<file path="config.mk">
export PLATFORM = sky130hd
export DESIGN_NAME = kvls_ram
export DESIGN_NICKNAME = d
export VERILOG_FILES = /design/src/design/kvls_ram.sv
export SDC_FILE = /design/constraint.sdc
export NUM_CORES = 2
export LEC_CHECK = 0
export BUFFER_PORTS_ARGS = -buffer_cell sky130_fd_sc_hd__buf_2
export CELL_PAD_IN_SITES_DETAIL_PLACEMENT = 1
export CELL_PAD_IN_SITES_GLOBAL_PLACEMENT = 2
export CORE_ASPECT_RATIO = 1.2
export CORE_UTILIZATION = 51
export DETAILED_ROUTE_END_ITERATION = 6
export PLACE_DENSITY_LB_ADDON = 0.1
export SYNTH_ARGS = -nofsm -noshare
export SYNTH_HDL_FRONTEND = slang
export SYNTH_SLANG_ARGS = --single-unit
</file>
<file path="constraint.sdc">
create_clock -name i_clk -period 5 [get_ports i_clk]
set_input_delay 1 -clock i_clk [delete_from_list [all_inputs] [get_ports i_clk]]
set_output_delay 1 -clock i_clk [all_outputs]
set_load 0.05 [all_outputs]
</file>
<file path="src/design/kvls_ram.sv">
`default_nettype none
// ----------------------------------------------------------------------------
// kvls_ram
// Generic single-write, single-read RAM with registered read data.
// ----------------------------------------------------------------------------
module kvls_ram #(
    parameter int WIDTH = 32,
    parameter int DEPTH = 64
) (
    input  wire                      i_clk,
    input  wire                      i_we,
    input  wire [$clog2(DEPTH)-1:0]  i_waddr,
    input  wire [WIDTH-1:0]          i_wdata,
    input  wire [$clog2(DEPTH)-1:0]  i_raddr,
    output logic [WIDTH-1:0]         o_rdata
);

    logic [WIDTH-1:0] r_mem [DEPTH];

    always_ff @(posedge i_clk) begin
        if (i_we) begin
            r_mem[i_waddr] <= i_wdata;
        end
        o_rdata <= r_mem[i_raddr];
    end

endmodule
`default_nettype wire

</file>
==> results.py <==
metrics = {
    "placed_design": {
        "hpwl_um": 130000,
        "numPortBuffers": 77,
        "dpl_worst_slack_ns": 0.697,
        "gp_congestion": 0.805,
        "place_area_um2": 82900,
    },
    "die": {
        "core_area_um2": 153000,
        "die_w_um": 360,
        "boundaryPins": 78,
        "rows": 157,
        "die-area_um2": 156000,
        "initial_core_util": 0.514,
        "die_h_um": 432,
    },
    "flow_run": {
        "drv_cap": 0,
    },
    "cts": {
        "cts-root-buf": "clkbuf_16",
        "cts_tree": "done",
        "clkTransAtPathRegs_ns": 0.06,
        "clk_latency_ns": 0.85,
        "htree_levels": 4,
        "hold_buffers": 0,
        "cts_resized": 0,
        "cts.sinks": 2080,
        "cts_setup_buffers": 0,
        "cts_max_path_buffers": 3,
        "cts_made_buffers": 199,
    },
    "run_status": {
        "outcome": "completed",
    },
    "worst_setup_path": {
        "path_class": "in -> reg",
        "cp.arrival_ns": 4.04,
        "start_kind": "primary input",
        "required_ns": 5.68,
        "endpoint_kind": "flop",
        "path_max_fanout": 47,
    },
    "final_layout": {
        "final_common_cell": "edfxtp_1",
        "layout_common_cells": "2048 x edfxtp_1, 544 x mux4_2, 202 x clkbuf_16, 171 x buf_4, 93 x mux2i_1",
        "fillers": 12316,
        "fin_area_um2": 89200,
        "drive_above_1_share": 0.309,
        "area_delta_synth_final_pct": 13.6,
        "fin_nets": 3664,
    },
    "grt": {
        "grt_max_degree": 72,
        "grt_pass1_vias": 39338,
        "antenna_found_initial": 21,
        "grt_use_total": 0.288,
        "met1_usage": 0.410,
        "grt_pass1_wl_um": 308000,
        "busiest_layer": "met2",
        "met3_usage": 0.0450,
        "grt_overflow": 0,
        "gr-usage-met2": 0.470,
    },
    "drt": {
        "drt-total-wl_um": 221000,
        "avgRoutedWirePerCell_um": 38.2,
        "first_pass_iters": 5,
        "vias_per_cell": 6.55,
        "drc": 0,
        "detail-route-antenna-nets": 0,
        "vias": 37779,
        "drtIter0Drc": 4718,
    },
    "logic_synthesis": {
        "syn_area_um2": 78500,
        "ys_ff_latch": 2080,
        "ys_async_sr_fraction": 0,
        "synth-edff-count": 2048,
        "syn-num-nets": 3370,
        "ys.flop_type": "edfxtp_1",
        "synth_cell_types": 34,
        "ys_seq_area_frac": 0.791,
        "synth.avg_cell_area_um2": 23.6,
        "yosysWarnings": 0,
        "netlist_instances": 3324,
    },
    "pwr": {
        "peakVddDrop_mv": 0.408,
        "fin_total_pwr_uw": 36100,
        "p_leak_uw": 0.0279,
        "power_density_nw_per_um2": 405,
    },
    "timing": {
        "slew_headroom": 0.0963,
        "hold_violations": 0,
        "clock-skew-final_ns": 0.0326,
        "setup_ws_ns": 1.64,
        "rsz0062_at_grt": "false",
        "period_minus_slack_ns": 3.36,
        "fin_setup_tns_ns": 0,
        "fmax_mhz": 298,
        "whs_ns": 0.596,
        "worst_slew_pin_slew_ns": 1.36,
        "maxSlewViolCount": 0,
        "timing.final.crit_share": 0.671,
        "setup_viol": 0,
    },
    "hold_path": {
        "hold_path_class": "in -> reg",
    },
}
## path summary, 6_finish.rpt
path                                   start             to  slack, ns  depth (start not counted)
worst max-delay path              i_raddr[0]    o_rdata[16]       1.64                          7
worst min-delay path             i_wdata[16]  r_mem[24][16]       0.60                          1
worst max register to register  r_mem[54][7]     o_rdata[7]       2.65                          4
worst min register to register  r_mem[12][8]     o_rdata[8]       0.81                          4
## through the flow
step,util,instances
4_1_cts,0.584,5766
3_5_place_dp,0.543,5404
5_1_grt,0.584,5767
6_report,0.584,5769
2_1_floorplan,-,3324
3_3_place_gp,0.543,5404
## report_power, final
group          internal, uW  total (uW)  switching [uW]
Combinational           680        2030            1350
Clock                  8330       14700            6390
Sequential            19300       19400            83.6
Total                 28300       36100            7820
## worst max-delay path, cell delays in order
cell and delay [ns]:
buf_8 0.58, buf_12 0.28, buf_4 0.32, mux4_2 0.53, mux4_2 0.59, o22ai_1 0.44, nor2_1 0.21
## state kept, by name, summed over array words and instances, names as in the netlist
signal,count
o_rdata,32
r_mem,2048
## metal layers
metal / share of wire / routed length [um]
met1: 0.41 / 89600
met5: 0.00025 / 56
met4: 0.025 / 5500
met2: 0.50 / 109000
met3: 0.073 / 16100
## synth_stat cells, types with 7 or more instances
| cell | instances | area [um2] |
|---|---|---|
| a311oi_1 | 8 | 70.1 |
| buf_2 | 57 | 285 |
| mux4_2 | 544 | 12300 |
| nand2b_1 | 8 | 50.1 |
| nand2_1 | 26 | 97.6 |
| o22ai_1 | 84 | 526 |
| a21oi_1 | 62 | 310 |
| dfxtp_1 | 32 | 641 |
| buf_1 | 21 | 78.8 |
| nor2_1 | 137 | 514 |
| o221ai_1 | 27 | 236 |
| nor2b_1 | 15 | 93.8 |
| nor3_1 | 7 | 35.0 |
| a22oi_1 | 12 | 90.1 |
| edfxtp_1 | 2048 | 61500 |
| clkbuf_1 | 74 | 278 |
| mux2i_1 | 93 | 931 |
| buf_4 | 25 | 188 |
## cell families (layout without fill, tap and decap cells)
family,count (synthesis),count (layout),share of synthesized area
muxes,637,637,0.168
other,0,3,0
and+or+nand+nor,223,223,0.0127
AOI/OAI and AO/OA,202,202,0.0167
buffers and inverters,182,637,0.0113
DFF,2080,2080,0.791
## area by class of cell
class | instances | area, um2 | share of cell area
clock buffers | 253 | 5370 | 0.0602
repair buffers | 275 | 2280 | 0.0255
diodes | 3 | 7.51 | 0.0000842
well taps | 1987 | 2490 | 0.0279
flip-flops and latches | 2080 | 62100 | 0.697
multi-input cells | 1062 | 16000 | 0.179
clock inverters | 109 | 943 | 0.0106
Note: power is estimated with default switching activity, not from simulation.
