File: config.mk
export PLATFORM = sky130hd
export DESIGN_NAME = kvls_lerp
export DESIGN_NICKNAME = d
export VERILOG_FILES = /design/src/design/kvls_pkg.sv /design/src/design/kvls_lerp.sv
export SDC_FILE = /design/constraint.sdc
export NUM_CORES = 2
export LEC_CHECK = 0
export BUFFER_PORTS_ARGS = -buffer_cell sky130_fd_sc_hd__buf_2
export CAP_MARGIN = 5
export CORE_MARGIN = 2
export CORE_UTILIZATION = 50
export DETAILED_ROUTE_END_ITERATION = 6
export PLACE_DENSITY = 0.7
export SYNTH_ARGS = -nofsm -noshare
export SYNTH_HDL_FRONTEND = slang
export SYNTH_SLANG_ARGS = --single-unit
File: constraint.sdc
create_clock -name i_clk -period 8.6 [get_ports i_clk]
set_input_delay 0.43 -clock i_clk [delete_from_list [all_inputs] [get_ports i_clk]]
set_output_delay 0.43 -clock i_clk [all_outputs]
set_load 0.01 [all_outputs]
File: src/design/kvls_pkg.sv
`default_nettype none
// ----------------------------------------------------------------------------
// kvls_pkg
// Shared types and constants of the keyframe vec3 lerp sampler.
// ----------------------------------------------------------------------------
package kvls_pkg;

    localparam int MAX_KEYS  = 64;
    localparam int KEY_AW    = $clog2(MAX_KEYS);
    localparam int DATA_W    = 32;
    localparam int IDX_W     = 6;
    localparam int SEG_W     = 6;
    localparam int CLAMP_W   = 2;
    localparam int KCNT_W    = 7;
    localparam int FRAC_W    = 16;
    localparam int QUOT_W    = FRAC_W + 1;
    localparam int DIFF_W    = DATA_W + 1;
    localparam int PROD_W    = DIFF_W + QUOT_W + 1;
    localparam int DIV_CNT_W = $clog2(QUOT_W);

    localparam logic REQ_WRITE  = 1'b0;
    localparam logic REQ_SAMPLE = 1'b1;

    localparam logic [CLAMP_W-1:0] CLAMP_NONE  = 2'd0;
    localparam logic [CLAMP_W-1:0] CLAMP_FIRST = 2'd1;
    localparam logic [CLAMP_W-1:0] CLAMP_LAST  = 2'd2;

    localparam logic [1:0] COMP_X = 2'd0;
    localparam logic [1:0] COMP_Y = 2'd1;
    localparam logic [1:0] COMP_Z = 2'd2;

    typedef struct packed {
        logic [DATA_W-1:0] x;
        logic [DATA_W-1:0] y;
        logic [DATA_W-1:0] z;
    } t_vec3;

    localparam int VEC_W = $bits(t_vec3);

    typedef enum logic [3:0] {
        ST_IDLE,
        ST_FIRST,
        ST_LAST,
        ST_SCAN,
        ST_VAL_L,
        ST_VAL_R,
        ST_DIV,
        ST_LERP,
        ST_KEY,
        ST_DONE
    } t_state;

endpackage
`default_nettype wire

File: src/design/kvls_lerp.sv
`default_nettype none
// ----------------------------------------------------------------------------
// kvls_lerp
// Three-component lerp on one shared multiplier: a + floor((b - a) * f / 2^16).
// Components flow through subtract, multiply and add stages, one per cycle.
// ----------------------------------------------------------------------------
module kvls_lerp
    import kvls_pkg::*;
(
    input  wire                 i_clk,
    input  wire                 i_rst_n,
    input  wire                 i_start,
    input  t_vec3               i_a,
    input  t_vec3               i_b,
    input  wire [QUOT_W-1:0]    i_frac,
    output logic                o_done,
    output t_vec3               o_res
);

    logic              r_issue;
    logic [1:0]        r_cnt;
    logic              r_s1_vld;
    logic [1:0]        r_s1_idx;
    logic [DIFF_W-1:0] r_s1_diff;
    logic [DATA_W-1:0] r_s1_a;
    logic              r_s2_vld;
    logic [1:0]        r_s2_idx;
    logic [PROD_W-1:0] r_s2_prod;
    logic [DATA_W-1:0] r_s2_a;
    logic              r_done;
    t_vec3             r_res;

    logic [DATA_W-1:0] a_c;
    logic [DATA_W-1:0] b_c;
    logic [DATA_W-1:0] sum;

    always_comb begin
        case (r_cnt)
            COMP_X: begin
                a_c = i_a.x;
                b_c = i_b.x;
            end
            COMP_Y: begin
                a_c = i_a.y;
                b_c = i_b.y;
            end
            default: begin
                a_c = i_a.z;
                b_c = i_b.z;
            end
        endcase
    end

    // arithmetic shift of the product is the floor division by 2^16
    assign sum = r_s2_a + r_s2_prod[FRAC_W +: DATA_W];

    always_ff @(posedge i_clk) begin
        if (!i_rst_n) begin
            r_issue  <= 1'b0;
            r_cnt    <= COMP_X;
            r_s1_vld <= 1'b0;
            r_s2_vld <= 1'b0;
            r_done   <= 1'b0;
        end else begin
            if (i_start) begin
                r_issue <= 1'b1;
                r_cnt   <= COMP_X;
            end else if (r_issue) begin
                if (r_cnt == COMP_Z) begin
                    r_issue <= 1'b0;
                end
                r_cnt <= r_cnt + 1'b1;
            end
            r_s1_vld <= r_issue;
            r_s2_vld <= r_s1_vld;
            r_done   <= r_s2_vld && (r_s2_idx == COMP_Z);
        end
    end

    always_ff @(posedge i_clk) begin
        r_s1_idx  <= r_cnt;
        r_s1_a    <= a_c;
        r_s1_diff <= {b_c[DATA_W-1], b_c} - {a_c[DATA_W-1], a_c};
        r_s2_idx  <= r_s1_idx;
        r_s2_a    <= r_s1_a;
        r_s2_prod <= PROD_W'($signed(r_s1_diff) * $signed({1'b0, i_frac}));
        if (r_s2_vld) begin
            case (r_s2_idx)
                COMP_X:  r_res.x <= sum;
                COMP_Y:  r_res.y <= sum;
                default: r_res.z <= sum;
            endcase
        end
    end

    assign o_done = r_done;
    assign o_res  = r_res;

endmodule
`default_nettype wire

==> flow_summary.json <==
{
  "cts_resized": 0,
  "synth_cell_types": 68,
  "cts_tree": "yes",
  "crit_required_ps": 9000,
  "start_kind": "register",
  "cts-hold-fix-buffers": 0,
  "fillers": 5044,
  "period_share_pct": 79.76,
  "avgSynthCellArea_um2": 9.711,
  "outcome": "finished, final reports clean",
  "die_h_um": 241.7,
  "rsz0062_at_grt": "no",
  "place_congestion": 1.031,
  "maxCapViolCount": 0,
  "cts_root_buffer": "clkbuf_16",
  "row_count": 87,
  "io_pins": 309,
  "area_growth_pct": 10.13,
  "nets": 4046,
  "fmax_mhz": 145.8,
  "yosysSeqAreaShare_pct": 20.05,
  "critical_path.max_fanout": 17,
  "grt_overflow": 0,
  "crit_path_end_kind": "register",
  "async_flop_share_pct": 0,
  "mostFrequentLayoutCells": "inv_1 (646), fa_1 (516), nand2_1 (336)",
  "final_common_cell": "inv_1",
  "ys_seq_elements": 235,
  "routed_wl_um": 72870,
  "cp.arrival_ps": 7260,
  "dpl.hpwl_um": 58650,
  "ys.flop_type": "dfxtp_1",
  "syn-num-nets": 3814,
  "final_hold_viol_count": 0,
  "ant_nets": 0,
  "grt_pass1_wl_um": 117300,
  "final_core_util_pct": 55.41,
  "dr.pass1.iters": 5,
  "post-route-min-period_ps": 6859,
  "crit-reg2reg-launch": "r_s1_diff[12]",
  "initial_utilization_pct": 50.31,
  "syn_inst": 2910,
  "setup_viol": 0,
  "post_cts_buffers": 0,
  "drt-wirelength-per-cell_um": 18.61,
  "worstSetupPathType": "reg2reg",
  "ctsLongestPathBuffers": 3,
  "clk_latency_ps": 520,
  "drc_errors": 0,
  "drt_iter0_markers": 1075,
  "hold_start": "i_start",
  "whs_endpoint": "r_issue",
  "rrSetupSlack_ps": 1740,
  "timing.rr.end": "r_s2_prod[45]",
  "grt_pass1_vias": 22550,
  "vias_per_cell": 5.261,
  "route.vias.total": 20600,
  "cts_made_buffers": 23,
  "final.setup_skew_ps": 21.71,
  "portBuffers": 308,
  "hold_depth": 2,
  "hold_path.class": "in2reg",
  "rr_worst_depth": 19,
  "dieArea_mm2": 0.05843,
  "synth-edff-count": 96,
  "slew_violations": 0,
  "slew_headroom_pct": 37.37,
  "cts.clk_slew.worst_paths_ps": 70,
  "setup_tns_ps": 0,
  "clock_sink_count": 235,
  "core_mm2": 0.05617,
  "worst_pin_slew_ps": 938.2,
  "grt_max_degree": 58,
  "dieWidth_um": 241.7,
  "drive_above_1_share_pct": 11.78,
  "syn-cell-area_mm2": 0.02826,
  "grt_use_total_pct": 25.38,
  "htree_levels": 1,
  "antenna_found_initial": 1,
  "yosysWarningCount": 0
}
[critical path: stages (launching register included)]
cell	delay (ps)
dfxtp_1	870
nand2_1	190
fa_1	580
inv_1	60
fa_1	480
fa_1	640
fa_1	460
fa_1	490
inv_1	50
fa_1	480
inv_1	40
ha_1	330
and4_1	220
a221oi_2	350
nand4_2	290
a31oi_4	350
o21ai_2	160
a21oi_1	340
o21ai_0	180
xnor2_1	150
[flip-flops by register name, summed over array words and instances, names as in the netlist]
register   cells
o_res         96
r_s2_prod     32
r_s2_a        32
r_issue        1
r_s1_idx       2
r_s2_idx       2
r_s1_diff     33
r_s1_vld       1
o_done         1
r_cnt          2
r_s2_vld       1
r_s1_a        32
[synth_stat cells (5+ instances only)]
master / n / area [um2]
inv_1: 646 / 2425
fa_1: 516 / 10330
nand2_1: 336 / 1261
and2_1: 326 / 2039
ha_1: 176 / 2202
dfxtp_1: 139 / 2783
a21oi_1: 108 / 540.5
clkbuf_1: 101 / 379.1
edfxtp_1: 96 / 2883
xnor2_1: 73 / 639.4
nor2_1: 45 / 168.9
o21ai_0: 40 / 200.2
a21o_1: 37 / 277.8
a22o_1: 33 / 289.0
a22oi_1: 32 / 240.2
xor2_1: 30 / 262.8
o21a_1: 17 / 127.6
o21bai_1: 17 / 127.6
nand3_1: 13 / 65.06
nand4_1: 10 / 62.56
and4_1: 8 / 70.07
nor2b_1: 8 / 50.05
a211oi_1: 7 / 52.55
nand2b_1: 7 / 43.79
nor3_1: 7 / 35.03
a31oi_1: 6 / 37.54
and3_1: 6 / 37.54
buf_1: 5 / 18.77
o22ai_1: 5 / 31.28
[cells by family (layout without fill, tap and decap cells)]
logic type	Yosys count	count (layout)	share of synthesized area (%)
AND/OR/NAND/NOR	782	782	14.06
buffers and inverters	752	1000	9.989
adder cells (fa/ha/maj)	692	692	44.35
AO/OA/AOI/OAI	344	344	8.293
flip-flops	235	235	20.05
XOR/XNOR	103	103	3.192
multiplexers	2	2	0.07085
other	0	1	0
[worst max-delay path by stage]
stage,startpoint,end,cells after the start
finish,r_s1_diff[12],r_s2_prod[45],19
global route,r_s1_diff[10],r_s2_prod[43],21
CTS,r_s1_diff[12],r_s2_prod[45],19
detailed placement,i_frac[3],r_s2_prod[45],22
global placement,i_frac[9],r_s2_prod[45],23
floorplan,i_frac[3],r_s2_prod[32],21
[routing by layer]
metal | up-vias | global-route usage, % | wire length (um)
met4 | 0 | 9.840 | 3148
li1 | 9354 | - | -
met5 | - | 0 | 0
met3 | 160 | 3.518 | 3800
met1 | 10490 | 30.55 | 27940
met2 | 592 | 45.96 | 37980
[final cells by class]
class / count / area (um2) / area share [%]
Multi-Input combinational cell: 1923 / 19790 / 63.59
Sequential cell: 235 / 5665 / 18.20
Inverter: 646 / 2425 / 7.791
Timing Repair Buffer: 313 / 1579 / 5.074
Tap cell: 756 / 945.9 / 3.039
Clock buffer: 33 / 655.6 / 2.107
Clock inverter: 8 / 58.81 / 0.1890
Antenna cell: 1 / 2.502 / 0.008041
[metrics by stage]
| stage | instances | setup WS (ps) | instance area (um2) | hold WS, ps |
|---|---|---|---|---|
| finish | 3915 | 1741 | 31120 | 136.9 |
| global route | 3915 | 1485 | 31120 | 124.9 |
| CTS | 3914 | 1816 | 31120 | 117.3 |
| detailed placement | 3873 | 1705 | 30410 | 312.1 |
| global placement | 3873 | 1772 | 30410 | 311.0 |
| floorplan | 2910 | 2646 | 28260 | 309.6 |
Power is not shown: default switching activity piles up to over one toggle a cycle in this logic, so the estimate is an artifact.
