===== src/design/kvls_pkg.sv =====
`default_nettype none
// ----------------------------------------------------------------------------
// kvls_pkg
// Shared types and constants of the keyframe vec3 lerp sampler.
// ----------------------------------------------------------------------------
package kvls_pkg;

    localparam int MAX_KEYS  = 64;
    localparam int KEY_AW    = $clog2(MAX_KEYS);
    localparam int DATA_W    = 32;
    localparam int IDX_W     = 6;
    localparam int SEG_W     = 6;
    localparam int CLAMP_W   = 2;
    localparam int KCNT_W    = 7;
    localparam int FRAC_W    = 16;
    localparam int QUOT_W    = FRAC_W + 1;
    localparam int DIFF_W    = DATA_W + 1;
    localparam int PROD_W    = DIFF_W + QUOT_W + 1;
    localparam int DIV_CNT_W = $clog2(QUOT_W);

    localparam logic REQ_WRITE  = 1'b0;
    localparam logic REQ_SAMPLE = 1'b1;

    localparam logic [CLAMP_W-1:0] CLAMP_NONE  = 2'd0;
    localparam logic [CLAMP_W-1:0] CLAMP_FIRST = 2'd1;
    localparam logic [CLAMP_W-1:0] CLAMP_LAST  = 2'd2;

    localparam logic [1:0] COMP_X = 2'd0;
    localparam logic [1:0] COMP_Y = 2'd1;
    localparam logic [1:0] COMP_Z = 2'd2;

    typedef struct packed {
        logic [DATA_W-1:0] x;
        logic [DATA_W-1:0] y;
        logic [DATA_W-1:0] z;
    } t_vec3;

    localparam int VEC_W = $bits(t_vec3);

    typedef enum logic [3:0] {
        ST_IDLE,
        ST_FIRST,
        ST_LAST,
        ST_SCAN,
        ST_VAL_L,
        ST_VAL_R,
        ST_DIV,
        ST_LERP,
        ST_KEY,
        ST_DONE
    } t_state;

endpackage
`default_nettype wire


===== src/design/kvls_div.sv =====
`default_nettype none
// ----------------------------------------------------------------------------
// kvls_div
// Restoring divider for the segment fraction floor(d * 2^16 / len), d <= len.
// One quotient bit per cycle; a zero-length segment gives a zero fraction.
// ----------------------------------------------------------------------------
module kvls_div
    import kvls_pkg::*;
(
    input  wire                 i_clk,
    input  wire                 i_rst_n,
    input  wire                 i_start,
    input  wire [DATA_W-1:0]    i_dividend,
    input  wire [DATA_W-1:0]    i_divisor,
    output logic                o_busy,
    output logic [QUOT_W-1:0]   o_quot
);

    logic                 r_busy;
    logic [DIV_CNT_W-1:0] r_cnt;
    logic [DATA_W:0]      r_rem;
    logic [DATA_W-1:0]    r_div;
    logic [QUOT_W-1:0]    r_quot;

    logic              ge;
    logic [DATA_W:0]   rem_sub;

    always_comb begin
        ge      = (r_rem >= {1'b0, r_div}) && (r_div != '0);
        rem_sub = ge ? (r_rem - {1'b0, r_div}) : r_rem;
    end

    always_ff @(posedge i_clk) begin
        if (!i_rst_n) begin
            r_busy <= 1'b0;
            r_cnt  <= '0;
        end else if (i_start) begin
            r_busy <= 1'b1;
            r_cnt  <= DIV_CNT_W'(QUOT_W - 1);
        end else if (r_busy) begin
            if (r_cnt == '0) begin
                r_busy <= 1'b0;
            end else begin
                r_cnt <= r_cnt - 1'b1;
            end
        end
    end

    always_ff @(posedge i_clk) begin
        if (i_start) begin
            r_rem  <= {1'b0, i_dividend};
            r_div  <= i_divisor;
            r_quot <= '0;
        end else if (r_busy) begin
            // remainder stays below the divisor, so the shift cannot overflow
            r_rem  <= {rem_sub[DATA_W-1:0], 1'b0};
            r_quot <= {r_quot[QUOT_W-2:0], ge};
        end
    end

    assign o_busy = r_busy;
    assign o_quot = r_quot;

endmodule
`default_nettype wire


===== config.mk =====
export PLATFORM = sky130hd
export DESIGN_NAME = kvls_div
export DESIGN_NICKNAME = d
export VERILOG_FILES = /design/src/design/kvls_pkg.sv /design/src/design/kvls_div.sv
export SDC_FILE = /design/constraint.sdc
export NUM_CORES = 1
export LEC_CHECK = 0
export BUFFER_PORTS_ARGS = -buffer_cell sky130_fd_sc_hd__buf_2
export CORE_MARGIN = 1.5
export CORE_UTILIZATION = 34
export CTS_CLUSTER_DIAMETER = 30
export CTS_CLUSTER_SIZE = 24
export DETAILED_ROUTE_END_ITERATION = 12
export GPL_TIMING_DRIVEN = 0
export PLACE_DENSITY = 0.57
export SYNTH_ARGS = -nofsm -noshare
export SYNTH_HDL_FRONTEND = slang
export SYNTH_SLANG_ARGS = --single-unit
export TNS_END_PERCENT = 1

===== constraint.sdc =====
create_clock -name i_clk -period 3.3 [get_ports i_clk]
set_input_delay 0.165 -clock i_clk [delete_from_list [all_inputs] [get_ports i_clk]]
set_output_delay 0.165 -clock i_clk [all_outputs]
set_load 0.005 [all_outputs]

==> results.toml, run 1 <==
[power_and_ir_drop]
clkPwrFrac_pct = 22.8
p_switching_mw = 1.76
powerDensity_nw_per_um2 = 653
p_leak_nw = 3.05
p_comb_share_pct = 45.0
swShare_pct = 38.5
seqPwrFrac_pct = 32.2
max-vdd-ir-drop_v = 0.000301
intPower_mw = 2.81

[layout]
fin_cells = 927
drive_gt1_share_pct = 19.5
antenna_cells = 0
nFillCells = 1611
area_delta_synth_final_pct = 25.0
nNetsFinal = 808

[floorplan]
coreArea_um2 = 16000
initial_core_util_pct = 35.0
dieArea_um2 = 17300
die_x_um = 131
boundaryPins = 85
num_rows = 46
die_y_um = 131

[clocking]
insertion_delay_ns = 0.36
cts_root_buf = "clkbuf_16"
cts_tree = "done"
clk_transition_reported_paths_ns = 0.07
htree_levels = 3
numCtsBuffers = 9
cts.sinks = 88
clockBufferDepth = 2

[critical_path]
arrival_ns = 3.26
critPathKind = "flop to flop"
required_ns = 3.39
worstPathMaxFanout = 3
endpoint_kind = "flop"
worstSetupStartpointType = "flop"

[timing]
setup_viol = 0
fin_crit_sh_pct = 95.9
rsz0062_at_grt = "yes"
clock.fmax_mhz = 316
fin_skew_ns = 0.0139
maxSlewHeadroom_pct = 40.3
finalMaxSlewViolations = 0
finalHoldViolCount = 0
worst_pin_slew_ns = 0.895
period_needed_ns = 3.16
setup_ws_ns = 0.136

[detailed_routing]
drc_errors = 0
viasPerCell = 5.00
avgRoutedWirePerCell_um = 15.9
drtIter0Drc = 190
route.antenna.remaining_nets = 0
dr.pass1.iters = 4
drt_wl_total_um = 14800
vias = 4635

[global_route]
grt_pass1_wl_um = 24000
grt_max_degree = 34
grt_pass1_vias = 4720
antenna_found_initial = 0
overflow = 0
grt_usage_pct = 17.6

[synthesis]
synth_area_per_cell_um2 = 9.74
synth_top_area_share_pct = 34.3
synth_edf_count = 64
post-synth-top-count-cell = "edfxtp_1"
synthDistinctLibCells = 62
ys_warn_count = 0
yosys_register_bits = 88
async_flop_share_pct = 0
synth_top_area_cell = "edfxtp_1"
mappedNetlistNets = 677
synth_area_leaders = "edfxtp_1, dfxtp_1, ha_1"
synthTopCellsByCount = "edfxtp_1, nand2_1, nor2_1"
syn_area_um2 = 5600
syn_inst = 575
synth_top_flop_cell = "edfxtp_1"
yosysSeqAreaShare_pct = 42.9

[place]
dp_worst_setup_slack_ns = -0.218
dp_hpwl_um = 10900
place_inst = 875
port_buffers = 84
gp_congestion = 0.876

[hold_path]
hp-class = "primary input to flop"

[outcome]
status = "completed"

[run]
cap_violations = 0
[repair_timing]
item,CTS,global route
hold buffers,32,0
buffers inserted,2,2
resized for setup,4,6
pin swaps,2,5
setup endpoints to repair,2,4
hold endpoints to repair,32,0
[per-layer routing]
metal	part of all wire [%]	global-route usage [%]	routed length, um
met4	0.93	5.06	138
met2	46	28.8	6780
met3	4.6	3.74	686
met5	0.31	2.05	46
met1	48	23.2	7120
[placed cells by master, fill, tap and decap left out, types with 4 or more instances in the layout]
| cell | netlist | routed |
|---|---|---|
| buf_2 | 7 | 91 |
| edfxtp_1 | 64 | 64 |
| nand2_1 | 50 | 50 |
| nor2_1 | 48 | 48 |
| inv_1 | 43 | 43 |
| mux2i_1 | 39 | 39 |
| ha_1 | 34 | 34 |
| dlygate4sd3_1 | 0 | 32 |
| a21oi_1 | 31 | 30 |
| a21o_1 | 24 | 24 |
| dfxtp_1 | 24 | 24 |
| o21ai_1 | 23 | 22 |
| xnor2_1 | 17 | 17 |
| o21ai_0 | 16 | 16 |
| clkbuf_1 | 13 | 13 |
| nand3_1 | 13 | 13 |
| nor3_1 | 13 | 13 |
| xor2_1 | 13 | 13 |
| clkbuf_16 | 0 | 9 |
| nor4_1 | 8 | 8 |
| nand4_1 | 7 | 7 |
| o211ai_1 | 7 | 7 |
| and3_1 | 6 | 5 |
| a31oi_1 | 6 | 5 |
| buf_6 | 5 | 5 |
| o21bai_1 | 4 | 4 |
| o21a_1 | 4 | 4 |
| inv_8 | 0 | 4 |
| buf_4 | 0 | 4 |
[power groups by stage]
| stage | combinational [mW] | clock [mW] | sequential (mW) |
|---|---|---|---|
| floorplan | 1.52 | 0 | 1.45 |
| global placement | 1.91 | 0 | 1.49 |
| detailed placement | 1.94 | 0 | 1.49 |
| CTS | 2.01 | 1.07 | 1.47 |
| global route | 2.27 | 1.11 | 1.49 |
| finish | 2.06 | 1.04 | 1.47 |
[layout make-up]
cell class                      instances  area [um^2]  share of cell area (%)
Clock buffer                            9          225                    3.22
Multi-Input combinational cell        416         2950                    42.1
Clock inverter                          7         71.3                    1.02
Tap cell                              216          270                    3.86
Timing Repair Buffer                  120          771                    11.0
Sequential cell                        88         2400                    34.3
Inverter                               43          161                    2.31
Buffer                                 28          151                    2.16
[flip-flops by register name (all words and copies together) (netlist names)]
register and flops:
r_rem 33, r_cnt 5, o_busy 1, r_div 32, o_quot 17
[worst max-delay path: stages (launching register included)]
cell and delay, ns:
edfxtp_1 0.36, inv_1 0.08, ha_1 0.17, inv_1 0.06, fa_2 0.36, a211o_1 0.29
a211o_1 0.34, and3_4 0.18, o21ai_4 0.17, o2111ai_4 0.15, a311oi_2 0.28, nor4b_1 0.08
or3_1 0.39
[metrics by stage]
stage | utilization [%] | TNS (ns) | hold WS, ns | cell area [um^2] | power [mW]
2_1_floorplan | - | 0 | 0.264 | 5600 | 2.97
3_3_place_gp | 39.3 | -0.195 | 0.341 | 6290 | 3.40
3_5_place_dp | 39.3 | -0.240 | 0.343 | 6290 | 3.43
4_1_cts | 43.4 | 0 | 0.0375 | 6940 | 4.55
5_1_grt | 43.7 | -0.0180 | 0.0693 | 7000 | 4.87
6_report | 43.7 | 0 | 0.0514 | 7000 | 4.57
[cells by family (layout without fill, tap and decap cells)]
family | after synthesis | in the layout | synth area share [%]
flops | 88 | 88 | 42.9
xor+xnor | 30 | 30 | 4.69
buf+inv | 71 | 207 | 5.59
simple gates | 164 | 164 | 13.8
mux | 40 | 40 | 7.17
fa+ha+maj | 35 | 35 | 7.95
compound gates | 147 | 147 | 17.9
[worst paths after layout]
check,start,end,slack [ns],cells past startpoint
max,r_rem[0],r_rem[31],0.14,12
min,i_rst_n,o_busy,0.05,2
max reg2reg,r_rem[0],r_rem[31],0.14,12
min reg2reg,r_cnt[1],r_cnt[1],0.52,2
(Power assumes the default switching activity.)
==> run 2, diff against run 1 <==
--- a/config.mk
+++ b/config.mk
@@ -12,7 +12,7 @@
 export CTS_CLUSTER_SIZE = 24
 export DETAILED_ROUTE_END_ITERATION = 12
 export GPL_TIMING_DRIVEN = 0
-export PLACE_DENSITY = 0.57
+export PLACE_DENSITY = 0.59
 export SYNTH_ARGS = -nofsm -noshare
 export SYNTH_HDL_FRONTEND = slang
 export SYNTH_SLANG_ARGS = --single-unit
==> constraint.sdc (replaced) <==
create_clock -name i_clk -period 2.9 [get_ports i_clk]
set_input_delay 0.145 -clock i_clk [delete_from_list [all_inputs] [get_ports i_clk]]
set_output_delay 0.145 -clock i_clk [all_outputs]
set_load 0.005 [all_outputs]
==> run 2 against run 1 <==
  * The run now ends with negative setup slack left
  * Sequential power is 14% higher
  * First-iteration DRC count increased by 39%
  * Sequential cell count stayed put
  * Die area unchanged
  * Fmax fell by 0.78%
  * Combinational power up 14%
  * Clock skew decreased by 0.0029 ns
  * Largest cell class unchanged
  * Largest power group unchanged
==> results.toml, run 2 (same netlist as run 1, synthesis figures left out) <==
[detailed_routing]
drtIter0Drc = 264
route.antenna.remaining_nets = 0
drt_wl_total_um = 15100
dr.pass1.iters = 4
viasPerCell = 5.07
vias = 4696
avgRoutedWirePerCell_um = 16.2
drc_errors = 0

[layout]
largest_register_ffs = 33
layout_commonest_cell = "buf_2"
regMostFlops = "r_rem"
nNetsFinal = 808
finish.instance_area_um2 = 7010
drive_gt1_share_pct = 20.0
area_delta_synth_final_pct = 25.2
antenna_cells = 0
final_cell_mix = "buf_2, edfxtp_1, nand2_1, nor2_1, inv_1"

[global_route]
grt_busiest_layer = "met2"
use_met3_pct = 3.32
grt_use_met2_pct = 29.3
grt_max_degree = 34
antenna_found_initial = 1
grt_usage_pct = 17.8
grt_pass1_wl_um = 24300
grt_pass1_vias = 4752
overflow = 0
grt_use_met1_pct = 23.3

[floorplan]
coreArea_um2 = 16000
num_rows = 46
dieArea_um2 = 17300
die_y_um = 131
die_x_um = 131
initial_core_util_pct = 35.0
boundaryPins = 85

[power_and_ir_drop]
seqPwrFrac_pct = 32.2
intPower_mw = 3.23
swShare_pct = 37.8
clkPwrFrac_pct = 22.4
power.total_mw = 5.19
p_switching_mw = 1.96
max-vdd-ir-drop_v = 0.000444
p_comb_share_pct = 45.4
powerDensity_nw_per_um2 = 740
p_leak_nw = 3.05

[critical_path]
slowest_delay_ns = 0.38
arrival_ns = 3.29
required_ns = 3.00
endpoint_kind = "flop"
worstPathCellList = "inv_1, ha_2, inv_1, fa_2, a211o_1, a211o_1, and3_4, o21ai_4, o2111ai_4, a311oi_2, nor4b_1, or3_1"
cp.buffers_inverters = 2
worstSetupStartpointType = "flop"
worst_path_max_delay_cell = "or3_1"
cp_top_family = "compound AO/OA/AOI/OAI gates"
critPathKind = "flop to flop"
worstPathMaxFanout = 3

[timing]
setup_ws_ns = -0.289
period_needed_ns = 3.19
finalMaxSlewViolations = 0
maxSlewHeadroom_pct = 41.8
finalHoldViolCount = 0
setup-tns-final_ns = -1.78
setup_viol = 28
fin_skew_ns = 0.0111
clock.fmax_mhz = 314
fin_crit_sh_pct = 110
hold_slack_ns = 0.0341
worst_pin_slew_ns = 0.873
rsz0062_at_grt = "yes"

[place]
gp_congestion = 0.904
dp_hpwl_um = 11000
port_buffers = 84
placed_area_um2 = 6310

[clocking]
numCtsBuffers = 9
clockBufferDepth = 2
cts_root_buf = "clkbuf_16"
cts_tree = "done"
insertion_delay_ns = 0.35
htree_levels = 3
clk_transition_reported_paths_ns = 0.07
cts.sinks = 88

[hold_path]
hp-class = "primary input to flop"

[run]
cap_violations = 0

[outcome]
failed_checks = "negative setup slack"
status = "finished with violations"
[run 2: changes by cell type in the layout (fill, tap and decap cells not counted), sizes merged]
| cell | change |
|---|---|
| inv | -3 |
| clkbuf | +2 |
| clkinv | +1 |
[run 2: final cells by class]
class	instances	area, um^2
Buffer	28	151
Clock buffer	11	254
Clock inverter	5	37.5
Fill cell	1594	8990
Inverter	43	161
Multi-Input combinational cell	416	2970
Sequential cell	88	2400
Tap cell	216	270
Timing Repair Buffer	120	771
[run 2: what timing repair did]
action                                  in CTS  in global routing
hold buffers                                32                  0
endpoints found under the hold margin       32                  0
buffers inserted                             4                  0
pin swaps                                    5                  0
endpoints found under the setup margin      31                 32
resized for setup                            5                  5
[run 2: power groups by stage]
| stage | clock network [mW] | logic, mW | registers, mW |
|---|---|---|---|
| 2_1_floorplan | 0 | 1.74 | 1.66 |
| 3_3_place_gp | 0 | 2.20 | 1.69 |
| 3_5_place_dp | 0 | 2.22 | 1.70 |
| 4_1_cts | 1.19 | 2.32 | 1.67 |
| 5_1_grt | 1.23 | 2.60 | 1.69 |
| 6_report | 1.16 | 2.35 | 1.67 |
[run 2: stage by stage]
stage                     setup slack [ns]  util (%)  cells
final                               -0.289      43.8    927
after global routing                -0.388      43.8    927
after CTS                           -0.245      43.6    927
after detailed placement            -0.344      39.4    875
after global placement              -0.363      39.4    875
after floorplan                    -0.0198         -    575
[run 2: worst paths after layout]
| check | from | end | slack, ns | cells after the start |
|---|---|---|---|---|
| min | i_rst_n | o_busy | 0.03 | 2 |
| max | r_rem[0] | r_rem[31] | -0.29 | 12 |
| max reg2reg | r_rem[0] | r_rem[31] | -0.29 | 12 |
| min reg2reg | o_quot[16] | o_quot[16] | 0.49 | 2 |
[run 2: routing by layer]
metal  share of wire [%]  routed length, um
met2                  46               6940
met1                  48               7200
met4                 1.4                207
met5               0.086                 13
met3                 4.6                689
==> run 3, diff against run 2 <==
--- a/config.mk
+++ b/config.mk
@@ -12,6 +12,7 @@
 export CTS_CLUSTER_SIZE = 24
 export DETAILED_ROUTE_END_ITERATION = 12
 export GPL_TIMING_DRIVEN = 0
+export MAX_ROUTING_LAYER = met4
 export PLACE_DENSITY = 0.59
 export SYNTH_ARGS = -nofsm -noshare
 export SYNTH_HDL_FRONTEND = slang
==> run 3 against run 2 <==
  * The run still ends with negative setup slack left
  * Largest power group unchanged
  * Final cell count down 0.32%
  * Count of clock-buffer cells in the layout down 2
  * Hold slack worse by 0.0084 ns
  * Highest routed layer is now met4
  * Routed wire length up 0.43%
==> results.toml, run 3 (same netlist as run 1, synthesis figures left out) <==
[run]
cap_violations = 0

[detailed_routing]
drt_wl_total_um = 15100
drc_errors = 0
dr.pass1.iters = 4
avgRoutedWirePerCell_um = 16.4
route.antenna.remaining_nets = 0
drtIter0Drc = 258
viasPerCell = 5.04
vias = 4660

[critical_path]
endpoint_kind = "flop"
cp_top_family = "compound AO/OA/AOI/OAI gates"
worst_path_max_delay_cell = "edfxtp_1"
required_ns = 3.01
critPathKind = "flop to flop"
worstPathMaxFanout = 4
arrival_ns = 3.32
cpMostUsedCell = "a211o_1"
cp.buffers_inverters = 2
worstPathCellList = "inv_2, ha_2, inv_1, fa_2, a211o_1, a211o_1, and3_4, o21ai_4, o2111ai_4, a311oi_2, nor4b_1, or3_1"
worstSetupStartpointType = "flop"
slowest_delay_ns = 0.38

[timing]
finalHoldViolCount = 0
period_needed_ns = 3.21
clock.fmax_mhz = 311
fin_crit_sh_pct = 111
worst_pin_slew_ns = 0.917
setup_viol = 28
setup_ws_ns = -0.314
rsz0062_at_grt = "yes"
maxSlewHeadroom_pct = 38.9
finalMaxSlewViolations = 0
fin_skew_ns = 0.0139

[layout]
final_cell_mix = "buf_2, edfxtp_1, nand2_1, nor2_1, inv_1"
regMostFlops = "r_rem"
fin_util_pct = 43.8
area_delta_synth_final_pct = 25.1
drive_gt1_share_pct = 19.7
fin_cells = 924
largest_register_ffs = 33
nNetsFinal = 804
layout_commonest_cell = "buf_2"

[clocking]
clockBufferDepth = 2
clk_transition_reported_paths_ns = 0.08
insertion_delay_ns = 0.36
htree_levels = 3
numCtsBuffers = 9
cts.sinks = 88
cts_root_buf = "clkbuf_16"
cts_tree = "done"

[floorplan]
initial_core_util_pct = 35.0
boundaryPins = 85
dieArea_um2 = 17300
coreArea_um2 = 16000
num_rows = 46
die_y_um = 131
die_x_um = 131

[power_and_ir_drop]
powerDensity_nw_per_um2 = 748
power.total_mw = 5.24
p_leak_nw = 3.02
max-vdd-ir-drop_v = 0.000344

[global_route]
grt_max_degree = 34
grt_pass1_vias = 4777
grt_pass1_wl_um = 24600
grt_usage_pct = 18.5
antenna_found_initial = 1
overflow = 0

[hold_path]
hp-class = "primary input to flop"

[outcome]
status = "finished with violations"
failed_checks = "negative setup slack"

[place]
gp_congestion = 0.914
dp_hpwl_um = 11000
port_buffers = 84
place_inst = 875
[run 3: cell type report]
type | instances | area (um^2)
clock inverters | 7 | 83.8
well taps | 216 | 270
diodes | 1 | 2.50
inverters | 43 | 161
multi-input cells | 416 | 2970
flip-flops and latches | 88 | 2400
repair buffers | 116 | 741
fillers | 1648 | 8990
plain buffers | 28 | 151
clock buffers | 9 | 225
[run 3: stage by stage]
step / setup WS [ns] / area, um^2 / TNS [ns] / hold slack [ns]
after floorplan: -0.0198 / 5620 / -0.0198 / 0.244
after global placement: -0.369 / 6310 / -3.64 / 0.322
after detailed placement: -0.408 / 6310 / -4.08 / 0.324
after CTS: -0.275 / 7000 / -2.15 / 0.0232
after global routing: -0.468 / 7010 / -6.51 / 0.0325
final: -0.314 / 7010 / -2.33 / 0.0257
[run 3: path summary, 6_finish.rpt]
kind	slack (ns)	startpoint	endpoint	cells past startpoint
max	-0.31	r_rem[0]	r_rem[31]	12
min	0.03	i_rst_n	o_busy	2
min reg2reg	0.51	o_quot[16]	o_quot[16]	2
max reg2reg	-0.31	r_rem[0]	r_rem[31]	12
[run 3: power by group]
part	switching [mW]	internal (mW)
logic	1.32	0.995
clock network	0.562	0.687
registers	0.110	1.57
total	1.99	3.25
[run 3: routing by layer]
layer  share of wire (%)  wire [um]  GRT usage, %
met5                   0          0             -
met4                0.81        122          4.51
met3                 4.1        618          3.28
met2                  47       7050          29.8
met1                  48       7330          24.2
[run 3: repair_timing]
| action | 4_1_cts | 5_1_grt |
|---|---|---|
| pin swaps | 5 | 4 |
| hold buffers | 32 | 0 |
| endpoints found under the setup margin | 32 | 33 |
| hold endpoints to repair | 32 | 0 |
| setup buffers | 0 | 0 |
| gates resized for setup | 9 | 3 |
